--- config.mk ---
export PLATFORM = sky130hd
export DESIGN_NAME = shortest_remaining_time_scheduler_unit
export DESIGN_NICKNAME = d
export VERILOG_FILES = /design/src/srtf_pkg.sv /design/src/srtf_cell.sv /design/src/srtf_chain.sv /design/src/shortest_remaining_time_scheduler_unit.sv
export SDC_FILE = /design/constraint.sdc
export NUM_CORES = 2
export LEC_CHECK = 0
export CAP_MARGIN = 0
export CORE_MARGIN = 2
export CORE_UTILIZATION = 46
export CTS_CLUSTER_DIAMETER = 120
export CTS_CLUSTER_SIZE = 16
export DETAILED_ROUTE_END_ITERATION = 10
export DONT_BUFFER_PORTS = 1
export PLACE_DENSITY = 0.68
export SLEW_MARGIN = 20
export SYNTH_ARGS = -nofsm -noshare
export SYNTH_HDL_FRONTEND = slang
export SYNTH_HIERARCHICAL = 1
export SYNTH_SLANG_ARGS = --single-unit
export TNS_END_PERCENT = 20
--- constraint.sdc ---
create_clock -name aclk -period 5.4 [get_ports aclk]
set_input_delay 1.08 -clock aclk [delete_from_list [all_inputs] [get_ports aclk]]
set_output_delay 1.08 -clock aclk [all_outputs]
set_load 0.05 [all_outputs]
--- src/srtf_pkg.sv ---
package srtf_pkg;

    localparam int MAX_PROCS = 16;
    localparam int SLOT_W    = (MAX_PROCS > 1) ? $clog2(MAX_PROCS) : 1;
    localparam int SCAN_W    = $clog2(MAX_PROCS + 1);

    localparam int SLOT_IN_W = 4;
    localparam int ARR_W     = 15;
    localparam int BURST_W   = 12;
    localparam int TIME_W    = 17;
    localparam int CNT_W     = 5;

    localparam int S_DATA_W  = 32;
    localparam int M_DATA_W  = 80;
    localparam int PADDR_W   = 3;
    localparam int PDATA_W   = 32;

    localparam logic [PADDR_W-1:0] ADDR_PROCESS_COUNT = PADDR_W'(0);
    localparam logic [CNT_W-1:0]   PROCESS_COUNT_RST  = CNT_W'(1);
    localparam logic [CNT_W-1:0]   DONE_MAX           = CNT_W'(31);

    localparam logic KIND_LOAD = 1'b0;
    localparam logic KIND_TICK = 1'b1;

    // best candidate handed along the chain
    typedef struct packed {
        logic               valid;
        logic [SLOT_W-1:0]  slot;
        logic [BURST_W-1:0] rem;
        logic [ARR_W-1:0]   arrival;
        logic [BURST_W-1:0] burst;
        logic               started;
    } cand_t;

    // write command broadcast to all cells
    typedef struct packed {
        logic               load;
        logic               tick;
        logic [SLOT_W-1:0]  slot;
        logic [ARR_W-1:0]   arrival;
        logic [BURST_W-1:0] burst;
    } upd_t;

endpackage

--- src/srtf_cell.sv ---
module srtf_cell
    import srtf_pkg::*;
(
    input  logic              aclk,
    input  logic              aresetn,
    input  logic [SLOT_W-1:0] idx,
    input  logic [CNT_W-1:0]  count,
    input  logic [TIME_W-1:0] now,
    input  upd_t              upd,
    input  cand_t             best_in,
    output cand_t             best_out
);

    logic [ARR_W-1:0]   arrival_reg, arrival_next;
    logic [BURST_W-1:0] burst_reg, burst_next;
    logic [BURST_W-1:0] rem_reg, rem_next;
    logic               started_reg, started_next;
    cand_t              best_reg, best_next;
    logic               hit, eligible, take;

    assign hit = (upd.slot == idx);

    always_comb begin
        arrival_next = arrival_reg;
        burst_next   = burst_reg;
        rem_next     = rem_reg;
        started_next = started_reg;
        if (upd.load && hit) begin
            arrival_next = upd.arrival;
            burst_next   = upd.burst;
            rem_next     = upd.burst;
            started_next = 1'b0;
        end else if (upd.tick && hit) begin
            rem_next     = rem_reg - BURST_W'(1);
            started_next = 1'b1;
        end
    end

    // strict less-than keeps the lower slot on a tie
    assign eligible = (32'(idx) < 32'(count)) && (TIME_W'(arrival_reg) <= now)
                      && (rem_reg != '0);
    assign take = eligible && (!best_in.valid || (rem_reg < best_in.rem));

    always_comb begin
        if (take) begin
            best_next.valid   = 1'b1;
            best_next.slot    = idx;
            best_next.rem     = rem_reg;
            best_next.arrival = arrival_reg;
            best_next.burst   = burst_reg;
            best_next.started = started_reg;
        end else begin
            best_next = best_in;
        end
    end

    always_ff @(posedge aclk) begin
        arrival_reg <= arrival_next;
        burst_reg   <= burst_next;
        rem_reg     <= rem_next;
        best_reg    <= best_next;
        if (!aresetn) begin
            started_reg <= 1'b0;
        end else begin
            started_reg <= started_next;
        end
    end

    assign best_out = best_reg;

endmodule

--- src/srtf_chain.sv ---
module srtf_chain
    import srtf_pkg::*;
(
    input  logic              aclk,
    input  logic              aresetn,
    input  logic [CNT_W-1:0]  count,
    input  logic [TIME_W-1:0] now,
    input  upd_t              upd,
    output cand_t             best
);

    cand_t links [MAX_PROCS+1];

    assign links[0] = '0;

    for (genvar i = 0; i < MAX_PROCS; i++) begin : g_cell
        srtf_cell u_cell (
            .aclk     (aclk),
            .aresetn  (aresetn),
            .idx      (SLOT_W'(i)),
            .count    (count),
            .now      (now),
            .upd      (upd),
            .best_in  (links[i]),
            .best_out (links[i+1])
        );
    end

    assign best = links[MAX_PROCS];

endmodule

--- src/shortest_remaining_time_scheduler_unit.sv ---
// Shortest-remaining-time-first scheduler, one time unit per tick item.
// Input stream (s_*): s_tuser is the item kind, 0 = load, 1 = tick. A load
// writes one slot's arrival and burst and gives no result; a tick runs the
// slot with the least remaining time (lowest slot on a tie) for one unit.
// Result stream (m_*): one item per tick with the tick time, runner, switch
// flag, response time on first start and turnaround/waiting on completion.
// APB port: process_count at address 0, written only while the block is idle;
// the user must keep to this, as the block does not check it. Slots sit in a
// row of cells; the best candidate moves one cell per cycle, so a tick scans
// the whole row and then issues; s_tready stays low until the tick has issued.
// The result sits in an output register; a stalled m_tready holds it there
// and the next tick waits in its issue cycle until the register is free.
// Reset (aresetn low, synchronous) clears time, started flags, done count,
// last runner and sets process_count to 1; slot data is undefined until
// loaded.
module shortest_remaining_time_scheduler_unit
    import srtf_pkg::*;
(
    input  logic                aclk,
    input  logic                aresetn,
    input  logic                s_tvalid,
    output logic                s_tready,
    input  logic [S_DATA_W-1:0] s_tdata,  // slot[3:0], arrival[18:4], burst[30:19]
    input  logic                s_tuser,  // kind
    output logic                m_tvalid,
    input  logic                m_tready,
    // tick_time[16:0], idle[17], running_slot[21:18], switched[22], first_start[23],
    // response_time[40:24], finished[41], turnaround[58:42], waiting[75:59],
    // all_done[76]
    output logic [M_DATA_W-1:0] m_tdata,
    input  logic                psel,
    input  logic                penable,
    input  logic                pwrite,
    input  logic [PADDR_W-1:0]  paddr,
    input  logic [PDATA_W-1:0]  pwdata,
    output logic [PDATA_W-1:0]  prdata,
    output logic                pready
);

    typedef enum logic [1:0] {S_IDLE, S_SCAN, S_EMIT} state_t;
    typedef enum logic [1:0] {RUN_NONE, RUN_IDLE, RUN_SLOT} runner_t;

    state_t              state_reg;
    logic [SCAN_W-1:0]   scan_reg;
    logic [CNT_W-1:0]    pcount_reg;
    logic [TIME_W-1:0]   time_reg;
    runner_t             last_kind_reg;
    logic [SLOT_W-1:0]   last_slot_reg;
    logic [CNT_W-1:0]    done_reg;
    logic                m_tvalid_reg;
    logic [M_DATA_W-1:0] m_tdata_reg;

    logic [SLOT_IN_W-1:0] in_slot;
    logic [ARR_W-1:0]     in_arrival;
    logic [BURST_W-1:0]   in_burst;
    logic                 s_fire, out_free, issue, all_done_now;
    logic [CNT_W-1:0]     active, done_next;
    cand_t                best;
    upd_t                 upd;

    logic                 switched, first_start, finished, all_done_after;
    logic [TIME_W-1:0]    t_plus, response, turnaround, waiting;
    logic [M_DATA_W-1:0]  m_tdata_next;

    assign in_slot    = s_tdata[3:0];
    assign in_arrival = s_tdata[18:4];
    assign in_burst   = s_tdata[30:19];

    assign s_tready = (state_reg == S_IDLE);
    assign s_fire   = s_tvalid && s_tready;
    assign out_free = !m_tvalid_reg || m_tready;
    assign issue    = (state_reg == S_EMIT) && out_free;

    assign active = (32'(pcount_reg) > MAX_PROCS) ? CNT_W'(MAX_PROCS) : pcount_reg;
    assign all_done_now = (done_reg >= active);

    assign upd.load    = s_fire && (s_tuser == KIND_LOAD) && (32'(in_slot) < MAX_PROCS);
    assign upd.tick    = issue && !all_done_now && best.valid;
    assign upd.slot    = upd.load ? SLOT_W'(in_slot) : best.slot;
    assign upd.arrival = in_arrival;
    assign upd.burst   = in_burst;

    srtf_chain u_chain (
        .aclk    (aclk),
        .aresetn (aresetn),
        .count   (pcount_reg),
        .now     (time_reg),
        .upd     (upd),
        .best    (best)
    );

    assign t_plus      = time_reg + TIME_W'(1);
    assign first_start = best.valid && !best.started;
    assign finished    = best.valid && (best.rem == BURST_W'(1));
    assign response    = first_start ? (time_reg - TIME_W'(best.arrival)) : '0;
    assign turnaround  = finished ? (t_plus - TIME_W'(best.arrival)) : '0;
    assign waiting     = finished ? (turnaround - TIME_W'(best.burst)) : '0;
    assign done_next   = (finished && done_reg < DONE_MAX) ? done_reg + CNT_W'(1) : done_reg;
    assign all_done_after = (done_next >= active);

    always_comb begin
        if (best.valid) begin
            switched = !(last_kind_reg == RUN_SLOT && last_slot_reg == best.slot);
        end else begin
            switched = (last_kind_reg != RUN_IDLE);
        end
    end

    always_comb begin
        m_tdata_next = '0;
        m_tdata_next[16:0] = time_reg;
        if (all_done_now) begin
            m_tdata_next[17] = 1'b1;
            m_tdata_next[76] = 1'b1;
        end else begin
            m_tdata_next[17]    = !best.valid;
            m_tdata_next[21:18] = best.valid ? SLOT_IN_W'(best.slot) : '0;
            m_tdata_next[22]    = switched;
            m_tdata_next[23]    = first_start;
            m_tdata_next[40:24] = response;
            m_tdata_next[41]    = finished;
            m_tdata_next[58:42] = turnaround;
            m_tdata_next[75:59] = waiting;
            m_tdata_next[76]    = all_done_after;
        end
    end

    always_ff @(posedge aclk) begin
        if (!aresetn) begin
            state_reg     <= S_IDLE;
            scan_reg      <= '0;
            pcount_reg    <= PROCESS_COUNT_RST;
            time_reg      <= '0;
            last_kind_reg <= RUN_NONE;
            last_slot_reg <= '0;
            done_reg      <= '0;
            m_tvalid_reg  <= 1'b0;
        end else begin
            if (psel && penable && pwrite && paddr == ADDR_PROCESS_COUNT) begin
                pcount_reg <= pwdata[CNT_W-1:0];
            end
            if (m_tvalid_reg && m_tready && !issue) begin
                m_tvalid_reg <= 1'b0;
            end
            unique case (state_reg)
                S_IDLE: begin
                    if (s_fire && s_tuser == KIND_TICK) begin
                        state_reg <= S_SCAN;
                        scan_reg  <= '0;
                    end
                end
                S_SCAN: begin
                    // wait until the candidate has crossed every cell
                    if (scan_reg == SCAN_W'(MAX_PROCS - 1)) begin
                        state_reg <= S_EMIT;
                    end else begin
                        scan_reg <= scan_reg + SCAN_W'(1);
                    end
                end
                S_EMIT: begin
                    if (out_free) begin
                        m_tvalid_reg <= 1'b1;
                        m_tdata_reg  <= m_tdata_next;
                        state_reg    <= S_IDLE;
                        if (!all_done_now) begin
                            time_reg <= t_plus;
                            done_reg <= done_next;
                            if (best.valid) begin
                                last_kind_reg <= RUN_SLOT;
                                last_slot_reg <= best.slot;
                            end else begin
                                last_kind_reg <= RUN_IDLE;
                            end
                        end
                    end
                end
                default: state_reg <= S_IDLE;
            endcase
        end
    end

    assign m_tvalid = m_tvalid_reg;
    assign m_tdata  = m_tdata_reg;
    assign pready   = 1'b1;
    assign prdata   = (paddr == ADDR_PROCESS_COUNT) ? PDATA_W'(pcount_reg) : '0;

endmodule
==> results.cfg <==
[timing]
fmax_ghz = 0.2146
hold_viol = 0
setup_ws_ps = 740.6
timing.hold.ws_ps = 436.6
finalClockSkew_ps = 45.82
min_period_over_period = 0.8628
maxSlewHeadroom = 0.2769
tightest_slew_ps = 1083
setup_viol = 0
period_minus_slack_ps = 4659
maxSlewViolCount = 0
rsz0062_at_grt = false
fin_setup_tns_ps = 0

[finish]
drive_gt1_frac = 0.1634
fillers = 13250
nNetsFinal = 6617
largest_reg_flops = 720
utilization = 0.4994
layout-area-overhead-vs-synth_pct = 7.721
antenna_cells = 0

[power]
p_sw_frac = 0.2408
p_leak_nw = 30.71
pwr-share-comb = 0.162
power_frac_seq = 0.545
finalPower_w = 0.02493
peakVddDrop_mv = 0.2776
switchingPower_w = 0.006002
internal_power_w = 0.01893
power_frac_clock = 0.293
cellPowerDensity_nw_per_um2 = 324.0

[detailed_routing]
vias_per_cell = 4.979
antenna_left = 0
firstDrtPassIters = 7
drtIter0Drc = 1780
drc_errors = 0
vias = 40470
routed_wl_um = 136200
wire_per_inst_um = 16.75

[clock_network]
clk_path_buf_depth = 3
cts_setup_buffers = 0
htreeDepth = 3
clkLatencyLatePin_ps = 730
cts.reportedPaths.clkPinSlew_ps = 80
clock_sinks = 1478
ctsHoldBuffers = 0
cts_resized = 0
clockRootBuffer = clkbuf_16
cts_inserted_buffers = 102
cts_tree = yes

[synthesis]
yosysSeqAreaShare = 0.5125
synth.cells.most_frequent = dfxtp_1, edfxtp_1, inv_1
synth_top_area_cell = edfxtp_1
synth_area_leaders = edfxtp_1, dfxtp_1, mux2_4, ha_1, inv_1
synth.mux.area_fraction = 0.1448
synth-seq-cells = 1478
yosys.cell_count.top_type = dfxtp_1
syn_inst = 5700
avgSynthCellArea_sq_um = 12.53
synth_top_family_by_area = multiplexers
ys_warn_count = 6
synth_edf_count = 701
synth_compound_area_frac = 0.07936
syn_area_sq_um = 71420
synth_xor_area_frac = 0.03274
synthDistinctLibCells = 78
ys.flop_type = dfxtp_1
synth-simple-area-share = 0.07929
async_flop_share = 0
synth_top_area_frac = 0.2947
synthAdderAreaFrac = 0.09474

[setup_path]
regToRegSetupSlack_ps = 740
cp-end-kind = flop
cp.arrival_ps = 5110
cp_data_required_time_ps = 5850
crit_fanout = 19
critical_path_class = flop to flop
cp-start-kind = flop
worst-r2r-cell-count = 15

[floorplan]
coreArea_sq_um = 154000
io_pins = 190
rows = 144
die_w_um = 398.0
dieHeight_um = 398.0
initial_core_util = 0.4636
die-area_sq_um = 158400

[global_routing]
grt_pass1_wl_um = 216100
grt_antenna_before_repair = 4
grt_max_degree = 78
gr-total-overflow = 0
grt_pass1_vias = 40990
grt.total_usage = 0.1696

[run]
maxCapViolations = 0

[worst_hold_path]
hold_depth = 0
hold_path_class = input port to flop

[placement]
place_hpwl_um = 101500
finalWeightedCongestion = 0.8598
numPortBuffers = 0
dp_slack_ps = 742.4

[outcome]
outcome = complete, no violations
[worst max-delay path, stage by stage (launching register included)]
cell and delay (ps):
dfxtp_1 390, buf_4 330, nand3_2 170, xnor2_1 220, ha_1 300, o21a_1 120, o31a_1 150, a211oi_1 560
ha_1 380, o21ai_0 160, a21oi_1 80, o31ai_1 530, o211ai_1 230, a211oi_1 470, a31o_1 220, a21oi_1 60
[layer usage]
metal,up-vias,routed length [um],GRT usage
met5,-,0,0
met4,0,3183,0.04275
met1,19180,62300,0.2175
met3,194,4770,0.02373
met2,607,65920,0.2996
li1,20500,-,-
[final timing paths]
| path | start | end |
|---|---|---|
| max | time_reg[0] | m_tdata[74] |
| min | s_tdata[4] | u_chain/g_cell[0].u_cell/arrival_reg[0] |
| max reg2reg | time_reg[0] | m_tdata[74] |
| min reg2reg | u_chain/g_cell[14].u_cell/best_out[5] | u_chain/g_cell[15].u_cell/best_out[5] |
[power groups by stage]
stage / Clock [W] / Sequential, W / Combinational, W
final: 0.00730 / 0.0136 / 0.00404
after global routing: 0.00792 / 0.0137 / 0.00445
after global placement: 0 / 0.0138 / 0.00394
after detailed placement: 0 / 0.0139 / 0.00405
after floorplan: 0 / 0.0136 / 0.00350
after CTS: 0.00753 / 0.0136 / 0.00408
[kinds of logic (layout without fill, tap and decap cells)]
family,after synthesis,in the layout
flip-flops,1478,1478
multiplexers,720,720
XOR/XNOR,267,267
AO/OA/AOI/OAI,827,827
AND/OR/NAND/NOR,1100,1100
other,4,279
buffers and inverters,765,875
adder cells (fa/ha/maj),539,539
[cell usage in the layout (no fill, tap or decap), types with 21 or more instances in the layout]
| cell | instances |
|---|---|
| or2_2 | 21 |
| clkbuf_1 | 78 |
| clkbuf_16 | 102 |
| nor3b_1 | 41 |
| a21o_1 | 41 |
| ha_1 | 536 |
| and2_1 | 29 |
| and3_1 | 22 |
| edfxtp_1 | 701 |
| dfxtp_1 | 777 |
| a211oi_1 | 114 |
| mux2i_1 | 41 |
| o21ai_0 | 201 |
| conb_1 | 279 |
| a21oi_1 | 277 |
| nand4_1 | 84 |
| nor2_1 | 366 |
| mux2_4 | 609 |
| nor3_1 | 55 |
| xor2_1 | 156 |
| buf_4 | 58 |
| xnor2_1 | 111 |
| nand3_1 | 23 |
| nand2_1 | 216 |
| inv_1 | 617 |
| nor2b_1 | 69 |
| o21a_1 | 31 |
| mux2_2 | 70 |
| or3_1 | 25 |
| nor4_1 | 48 |
[per-stage QoR]
| stage | instance area, sq um | instances |
|---|---|---|
| 2_1_floorplan | 72450 | 5975 |
| 3_3_place_gp | 73980 | 7943 |
| 3_5_place_dp | 73980 | 7943 |
| 4_1_cts | 76930 | 8129 |
| 5_1_grt | 76930 | 8129 |
| 6_report | 76930 | 8129 |
[final cells by class]
class,count,area [sq um],area share
clock inverters,6,106.4,0.001382
flip-flops and latches,1478,36610,0.4758
clock buffers,180,2845,0.03698
multi-input cells,3732,31840,0.4138
well taps,2044,2557,0.03324
repair buffers,69,655.6,0.008522
inverters,620,2327,0.03025
(Power assumes the default switching activity.)
